<file path="src/rtl/core/bfa_pkg.sv">
package bfa_pkg;

  // Field widths fixed by the request and result formats
  localparam int FRAME_W = 12;
  localparam int CNT_W   = 13;

  // Largest frame number the frame field can carry, plus one
  localparam int FIELD_LIMIT = 4096;

  // Defaults for the top-level parameters
  localparam int MAX_FRAMES_DEF = 4096;
  localparam int WORD_BITS_DEF  = 32;

  // frame_count after reset
  localparam logic [CNT_W-1:0] FC_RESET = CNT_W'(4096);

  // Operation codes
  localparam logic [1:0] OP_ALLOC = 2'd0;
  localparam logic [1:0] OP_FREE  = 2'd1;
  localparam logic [1:0] OP_MARK  = 2'd2;
  localparam logic [1:0] OP_TEST  = 2'd3;

  // Result status codes
  localparam logic [1:0] STS_DONE = 2'd0;
  localparam logic [1:0] STS_FULL = 2'd1;
  localparam logic [1:0] STS_SKIP = 2'd2;

  typedef struct packed {
    logic [1:0]         op;
    logic [FRAME_W-1:0] frame;
    logic               kernel_only;
    logic               writable;
  } req_t;

  typedef struct packed {
    logic [FRAME_W-1:0] result_frame;
    logic               present;
    logic               rw;
    logic               user;
    logic               used_bit;
    logic [1:0]         status;
  } rsp_t;

  typedef enum logic [2:0] {
    S_CLR,
    S_IDLE,
    S_CHECK,
    S_RD,
    S_UPD,
    S_SRCH,
    S_SET,
    S_DONE
  } state_t;

  // Controller to datapath
  typedef struct packed {
    logic clr;        // clearing pass: zero one word
    logic load;       // capture the request
    logic div;        // compute the word index of the frame
    logic rd;         // read the word holding the frame, capture bit offset
    logic upd;        // modify the word, capture test bit and result
    logic scan_init;  // start the free-frame search
    logic scan;       // one search step
    logic set;        // mark found frame used, build allocate result
    logic fin_skip;   // result: skipped
    logic fin_none;   // result: no free frame
  } cmd_t;

  // Datapath to controller
  typedef struct packed {
    logic       clr_last;
    logic [1:0] op;
    logic       frame_zero;
    logic       found;
    logic       none;
  } sts_t;

endpackage

</file>
<file path="src/rtl/core/bfa_ctrl.sv">
module bfa_ctrl (
  input  logic          clk,
  input  logic          rst,
  input  logic          start,
  input  bfa_pkg::sts_t sts,
  output bfa_pkg::cmd_t cmd,
  output logic          busy,
  output logic          done
);
  import bfa_pkg::*;

  state_t state, state_next;

  // State register
  always_ff @(posedge clk) begin
    if (rst) begin
      state <= S_CLR;
    end else begin
      state <= state_next;
    end
  end

  // Next state and commands
  always_comb begin
    state_next = state;
    cmd        = '0;
    busy       = 1'b1;
    done       = 1'b0;
    case (state)
      S_CLR: begin
        cmd.clr = 1'b1;
        if (sts.clr_last) state_next = S_IDLE;
      end
      S_IDLE: begin
        busy = 1'b0;
        if (start) begin
          cmd.load   = 1'b1;
          state_next = S_CHECK;
        end
      end
      S_CHECK: begin
        case (sts.op)
          OP_ALLOC: begin
            if (!sts.frame_zero) begin
              cmd.fin_skip = 1'b1;
              state_next   = S_DONE;
            end else begin
              cmd.scan_init = 1'b1;
              state_next    = S_SRCH;
            end
          end
          OP_FREE: begin
            if (sts.frame_zero) begin
              cmd.fin_skip = 1'b1;
              state_next   = S_DONE;
            end else begin
              cmd.div    = 1'b1;
              state_next = S_RD;
            end
          end
          default: begin
            cmd.div    = 1'b1;
            state_next = S_RD;
          end
        endcase
      end
      S_RD: begin
        cmd.rd     = 1'b1;
        state_next = S_UPD;
      end
      S_UPD: begin
        cmd.upd    = 1'b1;
        state_next = S_DONE;
      end
      S_SRCH: begin
        cmd.scan = 1'b1;
        if (sts.found) begin
          state_next = S_SET;
        end else if (sts.none) begin
          cmd.fin_none = 1'b1;
          state_next   = S_DONE;
        end
      end
      S_SET: begin
        cmd.set    = 1'b1;
        state_next = S_DONE;
      end
      S_DONE: begin
        done       = 1'b1;
        state_next = S_IDLE;
      end
      default: begin
        state_next = S_IDLE;
      end
    endcase
  end

  // Result strobe lasts one cycle
  a_done_pulse: assert property (@(posedge clk) disable iff (rst) done |=> !done)
    else $error("done held for more than one cycle");

  // An accepted request never answers in the next cycle and keeps the block busy
  a_accept_busy: assert property (@(posedge clk) disable iff (rst)
    (start && !busy) |=> (busy && !done))
    else $error("request accepted without going busy");

endmodule

</file>
<file path="config.mk">
export PLATFORM = sky130hd
export DESIGN_NAME = bfa_ctrl
export DESIGN_NICKNAME = d
export VERILOG_FILES = /design/src/rtl/core/bfa_pkg.sv /design/src/rtl/core/bfa_ctrl.sv
export SDC_FILE = /design/constraint.sdc
export NUM_CORES = 1
export LEC_CHECK = 0
export BUFFER_PORTS_ARGS = -buffer_cell sky130_fd_sc_hd__buf_2
export CORE_AREA = 5 5 42 44
export DETAILED_ROUTE_END_ITERATION = 6
export DIE_AREA = 0 0 47 49
export GPL_ROUTABILITY_DRIVEN = 0
export SLEW_MARGIN = 30
export SYNTH_ARGS = -nofsm -noshare
export SYNTH_HDL_FRONTEND = slang
export SYNTH_SLANG_ARGS = --single-unit
</file>
<file path="constraint.sdc">
create_clock -name clk -period 1.7 [get_ports clk]
set_input_delay 0.255 -clock clk [delete_from_list [all_inputs] [get_ports clk]]
set_output_delay 0.255 -clock clk [all_outputs]
set_load 0.02 [all_outputs]
</file>
==> results.toml <==
[cts]
numCtsBuffers = 3
clock_latency_ns = 0.23
cts_hold_buf = 0
cts_resized = 2
post_cts.repair.setup_buffers = 0
cts_tree = "built"
clock-sinks = 3
clockBufferDepth = 2
cts_htree_levels = 1
cts.reportedPaths.clkPinSlew_ns = 0.04
root_buffer = "clkbuf_4"

[layout]
layout-drive-gt1-share_pct = 45.76
multiInputGateArea_um2 = 181.4
fin_nets = 69
reg_top3 = "state x3"
syn2layout_area_growth_pct = 42.04
diodes = 0
fill_cells = 168
regArea_um2 = 62.56
top_register = "state"
largest_register_ff_count = 3

[pwr]
p_int_mw = 0.2171
p_clk_share_pct = 36.2
comb_power_share_pct = 33.4
finalPower_mw = 0.3540
p_leak_nw = 0.2076
seqPwrFrac_pct = 30.4
ir_drop_mv = 0.3030
switchingPower_mw = 0.1369
switching_share_pct = 38.68
p_per_area_nw_per_um2 = 881.3

[global_route]
grt_pass1_vias = 312
grt_util_all_layers_pct = 7.606
antenna_found_initial = 0
grt_max_degree = 15
grt_remaining_overflow = 0
grt_pass1_wl_um = 1248

[logic_synthesis]
synth_top_cell_area_share_pct = 21.24
ys_seq_area_share_pct = 21.24
synth-seq-cells = 3
synth_area_per_cell_um2 = 7.441
ys_warn_count = 0
ys_types = 20
syn_inst = 38
synth_area_leaders = "dfxtp_1 21%, nor4_1 8.8%, buf_6 8.0%"
postSynth.asyncResetShare_pct = 0
syn_nets = 47
synth-main-ff-cell = "dfxtp_1"
synth_edf_count = 0
synth_top_cells_by_count = "4 x nand2_1, 4 x nor2_1, 4 x nor3_1, 4 x nor4_1"
syn_area_um2 = 282.8
synth_area_leader_cell = "dfxtp_1"

[route]
vias = 348
drc_errors = 0
vias_per_cell = 4.640
final_antenna_net_count = 0
wire_per_inst_um = 10.91
wirelength_um = 818
drtIter0Drc = 7
dr.pass1.iters = 4

[setup_path]
cp-end-kind = "output pin"
r2r-start = "state[1]"
cp_max_fo = 14
start_kind = "flop"
critPathKind = "flop to output pin"
required_ns = 1.44
crit_chain = "nand2_1, nor4_1, buf_2"
path_delay_family = "flip-flops"
cpPeakStageDelay_ns = 0.57
crit_buf_inv = 1
crit_arrival_ns = 1.35
crit_path_start = "state[1]"
crit_slowest_cell = "dfxtp_1"

[floorplanning]
die_y_um = 49
core.rowCount = 14
ios = 21
initial_core_util_pct = 20.18
coreArea_um2 = 1401
die-area_um2 = 2303
die_w_um = 47

[timing]
rsz0062_at_grt = "no"
tightestPinTransition_ns = 0.4237
drv_slew = 0
fmax_mhz = 623.1
setup-tns-final_ns = 0
clock_skew_ns = 0.003734
min_period_over_period_pct = 94.40
finalHoldViolations = 0
max_slew_margin_pct = 71.72
setup_violations = 0
layout_min_cycle_time_ns = 1.605
whs_ns = 0.2165

[job]
maxCapViolations = 0

[run_status]
status = "complete, no violations"

[placed_design]
io_buffer_count = 20
dp_hpwl_um = 647

[min_path]
holdCritPathClass = "input pin to flop"
hold_start = "rst"
## through the flow
stage          worst slack (ns)  area [um^2]  utilization, %  instances
6_report                0.09521        401.6           28.66         75
5_1_grt                 0.01694        401.6           28.66         75
3_5_place_dp             0.2482        372.9           26.61         71
3_3_place_gp             0.3381        372.9           26.61         71
4_1_cts                  0.1022        401.6           28.66         75
2_1_floorplan            0.1301        282.8               -         38
## power by group through the flow
stage	logic (mW)	clock network, mW	registers, mW
finish	0.118	0.128	0.108
global route	0.131	0.139	0.111
CTS	0.119	0.134	0.107
detailed placement	0.119	0	0.107
global placement	0.118	0	0.106
floorplan	0.110	0	0.0864
## final cells by class
cell class,count,area share (%)
clock buffers,4,6.542
well taps,16,4.984
flip-flops and latches,3,15.58
multi-input cells,29,45.17
inverters,3,2.804
repair buffers,20,24.92
## final timing paths
kind                    to  slack, ns  depth (start not counted)
setup / recovery    cmd[4]        0.1                          3
hold / removal    state[2]       0.22                          2
hold reg to reg   state[0]       0.56                          1
setup reg to reg  state[1]       0.48                          3
## routing by layer
metal / share of wire [%] / vias to the layer above / global-route usage [%] / wire (um)
li1: - / 182 / - / -
met1: 46 / 147 / 9.011 / 376
met2: 42 / 19 / 10.41 / 341
met3: 12 / 0 / 2.214 / 100
met4: 0 / 0 / 6.912 / 0
met5: 0 / - / 0 / 0
## cells in the final DEF (no fill, tap or decap), types with 2 or more instances in the layout
| cell type | count |
|---|---|
| buf_2 | 20 |
| clkbuf_4 | 3 |
| dfxtp_2 | 2 |
| inv_1 | 3 |
| nand2_1 | 4 |
| nand2b_1 | 2 |
| nor2_1 | 4 |
| nor3_1 | 4 |
| nor4_1 | 4 |
## worst reg2reg max path: cells and delay by family, from the launching register on
| kind | cells | cell delay, ns |
|---|---|---|
| AOI/OAI and AO/OA | 1 | 0.20 |
| DFF | 1 | 0.57 |
| and+or+nand+nor | 2 | 0.35 |
## cell families after synthesis
group	synth area share, %
buffers and inverters	14.60
xor gates and xnor gates	3.098
DFF	21.24
and+or+nand+nor	45.13
AOI/OAI and AO/OA	15.93
No activity file was read; power rests on OpenSTA's default activity.
